File: src/design/mgmk_pkg.sv
package mgmk_pkg;

    localparam logic [1:0] OP_ASSOC  = 2'd0;
    localparam logic [1:0] OP_TEXT   = 2'd1;
    localparam logic [1:0] OP_FINISH = 2'd2;
    localparam logic [1:0] OP_NONE   = 2'd3;

    localparam logic [2:0] CFG_KEY0  = 3'd0;
    localparam logic [2:0] CFG_KEY1  = 3'd1;
    localparam logic [2:0] CFG_KEY2  = 3'd2;
    localparam logic [2:0] CFG_KEY3  = 3'd3;
    localparam logic [2:0] CFG_NONH  = 3'd4;
    localparam logic [2:0] CFG_NONL  = 3'd5;
    localparam logic [2:0] CFG_DEC   = 3'd6;
    localparam logic [2:0] CFG_TAGB  = 3'd7;

    // datapath commands
    localparam logic [3:0] CMD_NOP     = 4'd0;
    localparam logic [3:0] CMD_LOAD    = 4'd1;  // latch item; key and nonce on a message's first item
    localparam logic [3:0] CMD_KS_INIT = 4'd2;  // a1/a0 from round keys 4i..4i+3
    localparam logic [3:0] CMD_KS_STEP = 4'd3;  // one Feistel step
    localparam logic [3:0] CMD_KS_SAVE = 4'd4;  // store four round keys
    localparam logic [3:0] CMD_C_START = 4'd5;  // cipher state := source
    localparam logic [3:0] CMD_C_ROUND = 4'd6;  // one LSX round
    localparam logic [3:0] CMD_C_DONE  = 4'd7;  // final key xor into dest
    localparam logic [3:0] CMD_M_START = 4'd8;  // multiplier start
    localparam logic [3:0] CMD_M_STEP  = 4'd9;  // eight multiplier bits
    localparam logic [3:0] CMD_M_DONE  = 4'd10; // accumulate product
    localparam logic [3:0] CMD_CLEAR   = 4'd11; // clear message state
    localparam logic [3:0] CMD_OUT     = 4'd12; // load output register

    // cipher source/destination
    localparam logic [2:0] CS_NONCE_Y = 3'd0;
    localparam logic [2:0] CS_NONCE_Z = 3'd1;
    localparam logic [2:0] CS_Z       = 3'd2;
    localparam logic [2:0] CS_Y       = 3'd3;
    localparam logic [2:0] CS_ACC     = 3'd4;

    // multiplier operand
    localparam logic [1:0] MB_DATA = 2'd0;
    localparam logic [1:0] MB_RES  = 2'd1;
    localparam logic [1:0] MB_LEN  = 2'd2;

    typedef struct packed {
        logic [3:0] op;
        logic [2:0] csel;
        logic [1:0] msel;
        logic [1:0] ks_i;
        logic [3:0] cnt;
        logic       out_tag;
    } t_cmd;

    typedef struct packed {
        logic [1:0] op;
        logic       zero_len;
        logic       text_started;
        logic       in_message;
        logic       out_busy;
    } t_status;

    localparam logic [7:0] SBOX [256] = '{
        8'd252,8'd238,8'd221,8'd17,8'd207,8'd110,8'd49,8'd22,
        8'd251,8'd196,8'd250,8'd218,8'd35,8'd197,8'd4,8'd77,
        8'd233,8'd119,8'd240,8'd219,8'd147,8'd46,8'd153,8'd186,
        8'd23,8'd54,8'd241,8'd187,8'd20,8'd205,8'd95,8'd193,
        8'd249,8'd24,8'd101,8'd90,8'd226,8'd92,8'd239,8'd33,
        8'd129,8'd28,8'd60,8'd66,8'd139,8'd1,8'd142,8'd79,
        8'd5,8'd132,8'd2,8'd174,8'd227,8'd106,8'd143,8'd160,
        8'd6,8'd11,8'd237,8'd152,8'd127,8'd212,8'd211,8'd31,
        8'd235,8'd52,8'd44,8'd81,8'd234,8'd200,8'd72,8'd171,
        8'd242,8'd42,8'd104,8'd162,8'd253,8'd58,8'd206,8'd204,
        8'd181,8'd112,8'd14,8'd86,8'd8,8'd12,8'd118,8'd18,
        8'd191,8'd114,8'd19,8'd71,8'd156,8'd183,8'd93,8'd135,
        8'd21,8'd161,8'd150,8'd41,8'd16,8'd123,8'd154,8'd199,
        8'd243,8'd145,8'd120,8'd111,8'd157,8'd158,8'd178,8'd177,
        8'd50,8'd117,8'd25,8'd61,8'd255,8'd53,8'd138,8'd126,
        8'd109,8'd84,8'd198,8'd128,8'd195,8'd189,8'd13,8'd87,
        8'd223,8'd245,8'd36,8'd169,8'd62,8'd168,8'd67,8'd201,
        8'd215,8'd121,8'd214,8'd246,8'd124,8'd34,8'd185,8'd3,
        8'd224,8'd15,8'd236,8'd222,8'd122,8'd148,8'd176,8'd188,
        8'd220,8'd232,8'd40,8'd80,8'd78,8'd51,8'd10,8'd74,
        8'd167,8'd151,8'd96,8'd115,8'd30,8'd0,8'd98,8'd68,
        8'd26,8'd184,8'd56,8'd130,8'd100,8'd159,8'd38,8'd65,
        8'd173,8'd69,8'd70,8'd146,8'd39,8'd94,8'd85,8'd47,
        8'd140,8'd163,8'd165,8'd125,8'd105,8'd213,8'd149,8'd59,
        8'd7,8'd88,8'd179,8'd64,8'd134,8'd172,8'd29,8'd247,
        8'd48,8'd55,8'd107,8'd228,8'd136,8'd217,8'd231,8'd137,
        8'd225,8'd27,8'd131,8'd73,8'd76,8'd63,8'd248,8'd254,
        8'd141,8'd83,8'd170,8'd144,8'd202,8'd216,8'd133,8'd97,
        8'd32,8'd113,8'd103,8'd164,8'd45,8'd43,8'd9,8'd91,
        8'd203,8'd155,8'd37,8'd208,8'd190,8'd229,8'd108,8'd82,
        8'd89,8'd166,8'd116,8'd210,8'd230,8'd244,8'd180,8'd192,
        8'd209,8'd102,8'd175,8'd194,8'd57,8'd75,8'd99,8'd182
    };

    localparam logic [7:0] LCOEF [16] = '{
        8'd148,8'd32,8'd133,8'd16,8'd194,8'd192,8'd1,8'd251,
        8'd1,8'd192,8'd194,8'd16,8'd133,8'd32,8'd148,8'd1
    };

    function automatic logic [7:0] gmul8(input logic [7:0] a, input logic [7:0] b);
        logic [7:0] r;
        logic [7:0] x;
        r = 8'd0;
        x = a;
        for (int i = 0; i < 8; i++) begin
            if (b[i]) r = r ^ x;
            x = x[7] ? ((x << 1) ^ 8'hC3) : (x << 1);
        end
        return r;
    endfunction

    // byte 0 at bits 127:120; one step of the LFSR-style linear layer
    function automatic logic [127:0] lin_step(input logic [127:0] v);
        logic [7:0] acc;
        acc = 8'd0;
        for (int i = 0; i < 16; i++)
            acc = acc ^ gmul8(v[127-8*i -: 8], LCOEF[i]);
        return {acc, v[127:8]};
    endfunction

    function automatic logic [127:0] sub_bytes(input logic [127:0] v);
        logic [127:0] r;
        for (int i = 0; i < 16; i++)
            r[127-8*i -: 8] = SBOX[v[127-8*i -: 8]];
        return r;
    endfunction

    function automatic logic [127:0] byte_mask(input logic [4:0] n);
        logic [127:0] m;
        for (int i = 0; i < 16; i++)
            m[127-8*i -: 8] = (5'(i) < n) ? 8'hFF : 8'h00;
        return m;
    endfunction

endpackage

File: src/design/mgmk_ctrl.sv
module mgmk_ctrl (
    input  logic               i_clk,
    input  logic               i_rst_n,
    input  logic               i_valid,
    input  logic [1:0]         i_op,
    output logic               o_stall,
    input  mgmk_pkg::t_status  i_status,
    output mgmk_pkg::t_cmd     o_cmd
);
    import mgmk_pkg::*;

    localparam logic [3:0] S_IDLE  = 4'd0;
    localparam logic [3:0] S_KINIT = 4'd1;
    localparam logic [3:0] S_KSTEP = 4'd2;
    localparam logic [3:0] S_KSAVE = 4'd3;
    localparam logic [3:0] S_CSTRT = 4'd4;
    localparam logic [3:0] S_CRND  = 4'd5;
    localparam logic [3:0] S_CDONE = 4'd6;
    localparam logic [3:0] S_MSTRT = 4'd7;
    localparam logic [3:0] S_MSTEP = 4'd8;
    localparam logic [3:0] S_MDONE = 4'd9;
    localparam logic [3:0] S_DISP  = 4'd10;
    localparam logic [3:0] S_OUT   = 4'd11;
    localparam logic [3:0] S_CLEAR = 4'd12;

    // job codes that sequence one item
    localparam logic [2:0] J_Y   = 3'd0;
    localparam logic [2:0] J_Z   = 3'd1;
    localparam logic [2:0] J_H   = 3'd2;
    localparam logic [2:0] J_G   = 3'd3;
    localparam logic [2:0] J_TAG = 3'd4;

    logic [3:0] r_state, n_state;
    logic [2:0] r_job, n_job;
    logic [1:0] r_ki, n_ki;
    logic [3:0] r_cnt, n_cnt;
    logic [1:0] r_msel, n_msel;
    logic       w_acc;

    assign o_stall = (r_state != S_IDLE);
    assign w_acc = i_valid && (r_state == S_IDLE) && (i_op != OP_NONE);

    always_comb begin
        n_state = r_state;
        n_job = r_job;
        n_ki = r_ki;
        n_cnt = r_cnt;
        n_msel = r_msel;
        o_cmd = '0;
        o_cmd.ks_i = r_ki;
        o_cmd.cnt = r_cnt;
        o_cmd.msel = r_msel;
        case (r_job)
            J_Y:     o_cmd.csel = CS_NONCE_Y;
            J_Z:     o_cmd.csel = CS_NONCE_Z;
            J_H:     o_cmd.csel = CS_Z;
            J_G:     o_cmd.csel = CS_Y;
            default: o_cmd.csel = CS_ACC;
        endcase
        case (r_state)
            S_IDLE: if (w_acc) begin
                o_cmd.op = CMD_LOAD;
                n_ki = 2'd0;
                n_cnt = 4'd0;
                n_job = J_Y;
                n_state = i_status.in_message ? S_DISP : S_KINIT;
            end
            S_KINIT: begin
                o_cmd.op = CMD_KS_INIT;
                n_cnt = 4'd0;
                n_state = S_KSTEP;
            end
            S_KSTEP: begin
                o_cmd.op = CMD_KS_STEP;
                n_cnt = r_cnt + 4'd1;
                if (r_cnt == 4'd7) n_state = S_KSAVE;
            end
            S_KSAVE: begin
                o_cmd.op = CMD_KS_SAVE;
                n_ki = r_ki + 2'd1;
                n_state = (r_ki == 2'd3) ? S_CSTRT : S_KINIT;
            end
            S_CSTRT: begin
                o_cmd.op = CMD_C_START;
                n_cnt = 4'd0;
                n_state = S_CRND;
            end
            S_CRND: begin
                o_cmd.op = CMD_C_ROUND;
                n_cnt = r_cnt + 4'd1;
                if (r_cnt == 4'd8) n_state = S_CDONE;
            end
            S_CDONE: begin
                o_cmd.op = CMD_C_DONE;
                case (r_job)
                    J_Y: begin n_job = J_Z; n_state = S_CSTRT; end
                    J_Z: n_state = S_DISP;
                    J_H: n_state = S_MSTRT;
                    J_G: begin n_job = J_H; n_msel = MB_RES; n_state = S_CSTRT; end
                    default: n_state = S_OUT;
                endcase
            end
            S_DISP: begin
                case (i_status.op)
                    OP_ASSOC: begin
                        n_job = J_H;
                        n_msel = MB_DATA;
                        n_state = (i_status.text_started || i_status.zero_len) ?
                                  S_IDLE : S_CSTRT;
                    end
                    OP_TEXT: begin
                        n_job = J_G;
                        n_state = i_status.zero_len ? S_IDLE : S_CSTRT;
                    end
                    default: begin
                        n_job = J_H;
                        n_msel = MB_LEN;
                        n_state = S_CSTRT;
                    end
                endcase
            end
            S_MSTRT: begin
                o_cmd.op = CMD_M_START;
                n_cnt = 4'd0;
                n_state = S_MSTEP;
            end
            S_MSTEP: begin
                o_cmd.op = CMD_M_STEP;
                n_cnt = r_cnt + 4'd1;
                if (r_cnt == 4'd15) n_state = S_MDONE;
            end
            S_MDONE: begin
                o_cmd.op = CMD_M_DONE;
                if (r_msel == MB_LEN) begin
                    n_job = J_TAG;
                    n_state = S_CSTRT;
                end else begin
                    n_state = (r_msel == MB_RES) ? S_OUT : S_IDLE;
                end
            end
            S_OUT: if (!i_status.out_busy) begin
                o_cmd.op = CMD_OUT;
                o_cmd.out_tag = (r_job == J_TAG);
                n_state = (r_job == J_TAG) ? S_CLEAR : S_IDLE;
            end
            S_CLEAR: begin
                o_cmd.op = CMD_CLEAR;
                n_state = S_IDLE;
            end
            default: n_state = S_IDLE;
        endcase
    end

    always_ff @(posedge i_clk) begin
        if (!i_rst_n) begin
            r_state <= S_IDLE;
            r_job <= J_Y;
            r_ki <= 2'd0;
            r_cnt <= 4'd0;
            r_msel <= MB_DATA;
        end else begin
            r_state <= n_state;
            r_job <= n_job;
            r_ki <= n_ki;
            r_cnt <= n_cnt;
            r_msel <= n_msel;
        end
    end
endmodule

File: config.mk
export PLATFORM = sky130hd
export DESIGN_NAME = mgmk_ctrl
export DESIGN_NICKNAME = d
export VERILOG_FILES = /design/src/design/mgmk_pkg.sv /design/src/design/mgmk_ctrl.sv
export SDC_FILE = /design/constraint.sdc
export NUM_CORES = 1
export LEC_CHECK = 0
export ABC_AREA = 1
export BUFFER_PORTS_ARGS = -buffer_cell sky130_fd_sc_hd__buf_2
export CORE_UTILIZATION = 40
export DETAILED_ROUTE_END_ITERATION = 10
export GPL_TIMING_DRIVEN = 0
export HOLD_SLACK_MARGIN = 0.12
export PLACE_DENSITY_LB_ADDON = 0.2
export SLEW_MARGIN = 5
export SYNTH_ARGS = -nofsm -noshare
export SYNTH_HDL_FRONTEND = slang
export SYNTH_SLANG_ARGS = --single-unit
File: constraint.sdc
create_clock -name i_clk -period 1.4 [get_ports i_clk]
set_clock_uncertainty 0.05 [all_clocks]
set_input_delay 0.28 -clock i_clk [delete_from_list [all_inputs] [get_ports i_clk]]
set_output_delay 0.28 -clock i_clk [all_outputs]
set_load 0.02 [all_outputs]
After elaboration in Yosys (flattened, before gate mapping)

Cells that the tools add are included.

Add/subtract/negate cells: 2
Eq/ne operators: 33
Multiplexer cells: 33
Reductions and logical operators: 19

Operator list:

| cell                                                             | number |
|---|---|
| 4-bit one-hot mux with 12 select lines                           | 2 |
| 4-bit 2-to-1 mux                                                 | 11 |
| 4-bit == test (second input constant)                            | 7 |
| 3-bit one-hot mux with 4 select lines                            | 2 |
| 4-bit one-hot mux with 3 select lines                            | 2 |
| 4-bit by 3-bit == test with 1-bit output (second input constant) | 5 |
| 2-bit inequality test (second input constant)                    | 9 |
| 3-bit 2-to-1 mux                                                 | 5 |
| 2-bit one-hot mux with 2 select lines                            | 3 |
| 3-bit one-hot mux with 2 select lines                            | 2 |
| 4-bit by 2-bit == test with 1-bit output (second input constant) | 2 |
| 4-bit nonzero test                                               | 2 |
| 3-bit by 2-bit == test with 1-bit output (second input constant) | 2 |
| 3-bit OR reduction                                               | 2 |
| 5-bit AND reduction                                              | 1 |
| 4-bit by 1-bit adder with 4-bit output (second input constant)   | 1 |
| 2-bit by 1-bit == test with 1-bit output (second input constant) | 2 |
| 2-bit == test (second input constant)                            | 2 |
| 4-bit by 1-bit == test with 1-bit output (second input constant) | 1 |
| 4-bit zero test                                                  | 1 |
| 1-bit 2-to-1 mux                                                 | 4 |
| 2-bit 2-to-1 mux                                                 | 2 |
| 2-bit AND reduction                                              | 2 |
| 4-bit AND reduction                                              | 1 |
| other kinds (12)                                                 | 14 |

Register bits: 15
Bits of input ports: 11
Output and inout port bits: 17
Logic and storage cells: 92

Longest topological paths before layout

Gate-level depths: netlist of run 1.

Word-level depth: 5
Gate-level depth with buffers: 11

Worst setup path after synthesis of run 1

Ideal clock, no wire load.

Kind: register -> output
From: reg r_state[1]
To: out o_cmd[12] in the netlist's numbering
Data arrival time: 1.236 ns
Required time: 1.070 ns
Path slack: -0.166 ns
Stages on the path, launching flop included: 5
Path buffers: 1
Path through: dfxtp_1 buf_4 nor2_1 nand2_2 o22ai_1

RTL lines:

| item                     | line             | source |
|---|---|---|
| start: declaration       | mgmk_ctrl.sv:33  | `logic [3:0] r_state, n_state;` |
| start signal: assignment | mgmk_ctrl.sv:162 | `r_state <= n_state;` |
| end: declaration         | mgmk_ctrl.sv:8   | `output mgmk_pkg::t_cmd o_cmd` |

==> results.json, run 1 <==
{
  "floorplan.initialDensity_pct": 42.5,
  "routed_via_density": 5.03,
  "synth_area_mm2": 0.00118,
  "synth_seq_area_share_pct": 25.4,
  "area.sequential_um2": 320,
  "cts_tree": "yes",
  "post_synthesis_compound_gate_area_fraction_pct": 12.5,
  "multi_input_area_mm2": 0.00101,
  "antenna-diode-count": 0,
  "worst_ep_required_time_ns": 1.07,
  "core-area_mm2": 0.00278,
  "wl_um": 3890,
  "timing.reg2reg.setup_slack_ns": -0.27,
  "post_synth_inst_count": 207,
  "crit_end": "o_cmd[14]",
  "drt-wirelength-per-cell_um": 13.1,
  "portBuffers": 27,
  "fin_nets": 281,
  "rsz_0062_raised_after_global_routing": "true",
  "cell_family_with_most_cp_delay": "buffers and inverters",
  "synth.yosys.warnings": 0,
  "hold_path.class": "in2reg",
  "synth.ff_latch_count": 15,
  "fin_ws_ns": -0.324,
  "clk_transition_reported_paths_ns": 0.10,
  "worst_setup_path_end_kind": "output pin",
  "syn_to_final_growth_pct": 66.1,
  "power.sequential.fraction_pct": 21.2,
  "switching_share_pct": 46.6,
  "worstSkewPairLatency_ns": 0.29,
  "cp_slowest_cell": "sky130_fd_sc_hd__dfxtp_2",
  "fin_total_pwr_mw": 2.59,
  "max_freq_ghz": 0.580,
  "synth_cell_type_count": 26,
  "h_tree_level_count": 1,
  "r2r_start": "r_state[1]",
  "post_synth_fa_ha_maj_area_fraction_pct": 3.18,
  "hold_path.startpoint": "i_rst_n",
  "timing.critical_path.buf_inv": 3,
  "report.final.setup_viol": 19,
  "post_synth_mux_area_share_pct": 0,
  "worstReg2RegEnd": "r_job[0]",
  "clock_sink_count": 15,
  "post_synth_and_or_nand_nor_area_fraction_pct": 47.4,
  "clk_root_buffer_cell": "sky130_fd_sc_hd__clkbuf_4",
  "relSlewSlack_pct": 55.4,
  "grt_util_all_layers_pct": 21.2,
  "top_level_ports": 28,
  "crit_chain": "buf_6 -> nand2_4 -> inv_4 -> nand2_2 -> or2_1 -> o211ai_1 -> buf_4",
  "floorplan.die.height_um": 56.3,
  "overflow": 0,
  "maxSlewViolCount": 0,
  "number_of_design_rule_violations_left_after_detail_routing": 0,
  "cp_num_cells": 7,
  "die_area_mm2": 0.00317,
  "core.rowCount": 19,
  "intPower_mw": 1.38,
  "cellLeakagePower_nw": 0.991,
  "r2r_cells": 13,
  "setup.worst_path.start_class": "register",
  "pwr_density_cell_mw_per_mm2": 1320,
  "run_status": "finished, violations left",
  "cp.arrival_ns": 1.39,
  "drt_first_iter_violations": 72,
  "numCtsBuffers": 3,
  "vdd_drop_max_mv": 1.24,
  "final_layout_size_suffix_gt1_share_pct": 53.0,
  "violations": "negative setup slack",
  "setup.worst_path.start": "r_state[1]",
  "fp.dieW_um": 56.3,
  "layout_worst_path_cycle_share_pct": 123,
  "synthXorXnorAreaFrac_pct": 0.742,
  "synth_top_family_by_area": "simple AND/OR/NAND/NOR gates",
  "worst_slew_pin_slew_ns": 0.669,
  "detail-route-antenna-nets": 0,
  "grt_start_max_net_pins": 11,
  "dp_hpwl_um": 2310,
  "final-instance-count-excl-fill": 297,
  "global_route_wire_length_before_repair_um": 5260,
  "critical_path_max_stage_delay_ns": 0.33,
  "report.final.hold_viol_count": 0,
  "period_needed_ns": 1.72,
  "antenna_found_initial": 0,
  "first_global_vias": 1214,
  "power.share.clock_pct": 10.2,
  "critical_path_peak_fanout": 6,
  "gp_routability_congestion": 0.881,
  "total_of_fill_cells_in_the_finished_design": 239,
  "clockBufferDepth": 2,
  "num_vias": 1494,
  "synth_area_per_cell_um2": 5.71,
  "first_pass_iters": 4,
  "power.net_switching_mw": 1.20,
  "dp_cells": 265,
  "worstSetupPathType": "reg2out",
  "share_comb_of_total_power_pct": 68.6,
  "hold-worst-slack_ns": 0.167,
  "synth_fp_nets": 221,
  "post-route-util_pct": 70.5,
  "max_cap_violations": 0
}
==> synth_stat cells, drive strengths merged <==
cell	number	area share (%)
nand2	76	25
inv	29	9.2
nor2	29	11
a21oi	17	7.8
dfxtp	15	25
nand3	14	6.4
o21ai	5	2.1
nand4	4	2.1
nor3	4	2.1
ha	3	3.2
clkbuf	2	0.64
or2	2	1.1
a31o	1	0.74
buf	1	0.64
clkinv	1	0.32
o211ai	1	0.64
o22ai	1	0.53
o31ai	1	0.64
xor2	1	0.74
==> area by class of cell <==
type | count | share of cell area [%]
Timing Repair Buffer | 55 | 21.2
Clock buffer | 3 | 1.15
Inverter | 30 | 6.44
Clock inverter | 1 | 0.255
Tap cell | 31 | 1.98
Buffer | 3 | 0.957
Sequential cell | 15 | 16.3
Multi-Input combinational cell | 159 | 51.7
==> layer usage <==
layer / vias to the layer above / share of wire [%] / wire length, um / track usage [%]
met5: - / 0 / 0 / 0
met4: 0 / 2.0 / 77 / 10.5
met3: 6 / 5.8 / 225 / 2.76
met2: 55 / 49 / 1900 / 32.0
met1: 661 / 43 / 1690 / 29.7
li1: 772 / - / - / -
==> worst min-delay path: cells and delay by family <==
| family | cells | cell delay, ns |
|---|---|---|
| AND/OR/NAND/NOR | 2 | 0.09 |
| buffers and inverters | 1 | 0.12 |
==> state kept, by name, indices dropped and copies added, names as in the netlist <==
register	cells
r_cnt	4
r_state	4
r_job	3
r_ki	2
r_msel	2
==> through the flow <==
stage | setup TNS (ns) | area, um^2 | setup WS, ns
floorplan | -0.0638 | 1210 | -0.0282
global placement | -2.39 | 1390 | -0.222
detailed placement | -2.49 | 1390 | -0.223
CTS | -3.02 | 1610 | -0.338
global route | -5.72 | 1960 | -0.393
finish | -4.19 | 1960 | -0.324
==> what timing repair did <==
item / CTS / global route
pin swaps: 10 / 19
endpoints found under the setup margin: 21 / 23
setup buffers: 12 / 16
hold buffers: 0 / 0
gates resized for setup: 36 / 65
==> placed cells by master (no fill, tap or decap), types with 9 or more instances in the layout <==
cell type,n
sky130_fd_sc_hd__nand2_4,9
sky130_fd_sc_hd__buf_4,25
sky130_fd_sc_hd__buf_2,19
sky130_fd_sc_hd__buf_6,11
sky130_fd_sc_hd__nand2_1,51
sky130_fd_sc_hd__inv_1,18
sky130_fd_sc_hd__a21oi_2,10
sky130_fd_sc_hd__nor2_4,9
sky130_fd_sc_hd__nand2_2,16
sky130_fd_sc_hd__nor2_1,15
==> how the worst min path moves through the flow <==
stage,to,depth (start not counted),slack [ns]
detailed placement,r_msel[1],2,0.42
floorplan,r_job[0],2,0.35
global route,r_job[0],3,0.17
global placement,r_msel[1],2,0.42
CTS,r_job[0],3,0.17
finish,r_job[0],3,0.17
==> power groups by stage <==
stage | Clock [mW] | Combinational, mW | Sequential (mW)
after floorplan | 0 | 0.726 | 0.553
after global placement | 0 | 0.955 | 0.546
after detailed placement | 0 | 0.957 | 0.546
after CTS | 0.268 | 1.17 | 0.545
after global routing | 0.290 | 1.91 | 0.559
final | 0.263 | 1.77 | 0.548
==> cells by family after synthesis <==
group / Yosys count
simple gates: 129
buf+inv: 33
compound gates: 26
flops: 15
fa+ha+maj: 3
xor+xnor: 1
No activity file was read; power rests on OpenSTA's default activity.
==> run 2, diff against run 1 <==
- clock period: 1.4 -> 1.7 ns (I/O delays scaled with it)
==> results.json, run 2 (synthesis results as in run 1) <==
{
  "run_status": "finished, violations left",
  "violations": "negative setup slack",
  "drt_first_iter_violations": 51,
  "global_route_wire_length_before_repair_um": 5350,
  "pwr_density_cell_mw_per_mm2": 1040,
  "overflow": 0,
  "grt_util_all_layers_pct": 21.3,
  "worst_setup_path_end_kind": "output pin",
  "maxSlewViolCount": 0,
  "num_vias": 1384,
  "worst_ep_required_time_ns": 1.31,
  "final-instance-count-excl-fill": 279,
  "number_of_design_rule_violations_left_after_detail_routing": 0,
  "layout.cells.most_common_list": "68 x sky130_fd_sc_hd__nand2_1, 24 x sky130_fd_sc_hd__buf_2, 21 x sky130_fd_sc_hd__inv_1, 21 x sky130_fd_sc_hd__nor2_1, 14 x sky130_fd_sc_hd__a21oi_1",
  "critical_path_peak_fanout": 5,
  "portBuffers": 27,
  "report.final.setup_viol": 3,
  "numCtsBuffers": 3,
  "drt-wirelength-per-cell_um": 11.8,
  "worstSkewPairLatency_ns": 0.29,
  "top_level_ports": 28,
  "cell_family_with_most_cp_delay": "flip-flops",
  "report.final.hold_viol_count": 0,
  "h_tree_level_count": 1,
  "first_global_vias": 1244,
  "r2r_start": "r_state[3]",
  "core.rowCount": 19,
  "setup.worst_path.start_class": "register",
  "dp_cells": 265,
  "routed_via_density": 4.96,
  "gp_routability_congestion": 0.880,
  "clockBufferDepth": 2,
  "hold-worst-slack_ns": 0.248,
  "relSlewSlack_pct": 59.1,
  "timing.critical_path.buf_inv": 2,
  "worst_slew_pin_slew_ns": 0.613,
  "period_needed_ns": 1.75,
  "setup.worst_path.start": "r_state[3]",
  "antenna-diode-count": 0,
  "cp_slowest_cell": "sky130_fd_sc_hd__dfxtp_4",
  "clk_transition_reported_paths_ns": 0.10,
  "cts_tree": "yes",
  "dp_hpwl_um": 2370,
  "crit_chain": "inv_4 -> nor2_4 -> nand2_2 -> or2_1 -> o211ai_1 -> buf_4",
  "syn_to_final_growth_pct": 33.4,
  "fin_total_pwr_mw": 1.64,
  "fin_ws_ns": -0.0541,
  "critical_path_max_stage_delay_ns": 0.41,
  "core-area_mm2": 0.00278,
  "total_of_fill_cells_in_the_finished_design": 271,
  "fin_nets": 263,
  "cts_hold_repair.buffers": 0,
  "final_layout_size_suffix_gt1_share_pct": 31.0,
  "first_pass_iters": 4,
  "floorplan.die.height_um": 56.3,
  "grt_start_max_net_pins": 11,
  "worstSetupPathType": "reg2out",
  "layout_worst_path_cycle_share_pct": 103,
  "max_freq_ghz": 0.570,
  "vdd_drop_max_mv": 0.819,
  "rsz_0062_raised_after_global_routing": "true",
  "cp.arrival_ns": 1.36,
  "max_cap_violations": 0,
  "hold_path.class": "in2reg",
  "reg_top3": "r_cnt (4), r_state (4), r_job (3)",
  "die_area_mm2": 0.00317,
  "cellLeakagePower_nw": 0.810,
  "floorplan.initialDensity_pct": 42.5,
  "layout.cells.most_common": "sky130_fd_sc_hd__nand2_1",
  "fp.dieW_um": 56.3,
  "detail-route-antenna-nets": 0,
  "antenna_found_initial": 0,
  "wl_um": 3300,
  "clock_sink_count": 15,
  "clk_root_buffer_cell": "sky130_fd_sc_hd__clkbuf_4",
  "hold_path.startpoint": "i_rst_n"
}
-- run 2: cell types whose count changed in the layout (fill, tap and decap cells not counted), sizes merged --
cell	delta
buf	-18
clkbuf	+1
clkinv	-1
clkinvlp	-1
inv	+1
-- run 2: cell type report --
class	instances	area [um^2]	area share [%]
plain buffers	2	7.51	0.477
clock buffers	4	26.3	1.67
inverters	30	115	7.31
multi-input cells	159	840	53.3
flip-flops and latches	15	315	20.0
well taps	31	38.8	2.46
repair buffers	38	233	14.8
-- run 2: worst paths after layout --
check                    end  slack [ns]  depth (start not counted)
setup / recovery   o_cmd[14]       -0.05                          6
hold / removal      r_job[0]        0.25                          3
setup reg to reg  r_state[3]        0.12                         10
hold reg to reg    r_msel[1]        0.44                          2
-- run 2: routing by layer --
metal,GRT usage (%),vias up,routed length (um)
met1,28.2,595,1580
li1,-,739,-
met5,0,-,0
met4,7.32,0,50
met2,34.7,44,1510
met3,3.69,6,168
-- run 2: tightest hold or removal path, cell delays in order --
cell and delay (ns):
sky130_fd_sc_hd__buf_2 0.12, sky130_fd_sc_hd__nand2_1 0.06, sky130_fd_sc_hd__nor2_1 0.03
-- run 2: repair_timing --
item,in CTS,in global routing
endpoints found under the hold margin,0,0
pin swaps,3,4
gates cloned,0,0
setup endpoints to repair,6,18
gates resized for setup,22,17
setup buffers,9,2
-- run 2: power breakdown --
| part | internal [mW] | leakage, nW | total (mW) | switching (mW) |
|---|---|---|---|---|
| clock | 0.0911 | 0.0150 | 0.212 | 0.121 |
| combinational | 0.366 | 0.670 | 0.966 | 0.600 |
| sequential | 0.398 | 0.125 | 0.462 | 0.0642 |
| total | 0.855 | 0.810 | 1.64 | 0.785 |
-- run 2: metrics by stage --
| stage | util [%] | TNS, ns | instance area (um^2) | setup slack, ns |
|---|---|---|---|---|
| final | 56.6 | -0.0990 | 1580 | -0.0541 |
| after floorplan | - | 0 | 1180 | 0.0741 |
| after global placement | 48.7 | -0.0606 | 1360 | -0.0606 |
| after CTS | 54.2 | -0.217 | 1510 | -0.0723 |
| after global routing | 56.6 | -0.382 | 1580 | -0.133 |
| after detailed placement | 48.7 | -0.0515 | 1360 | -0.0515 |
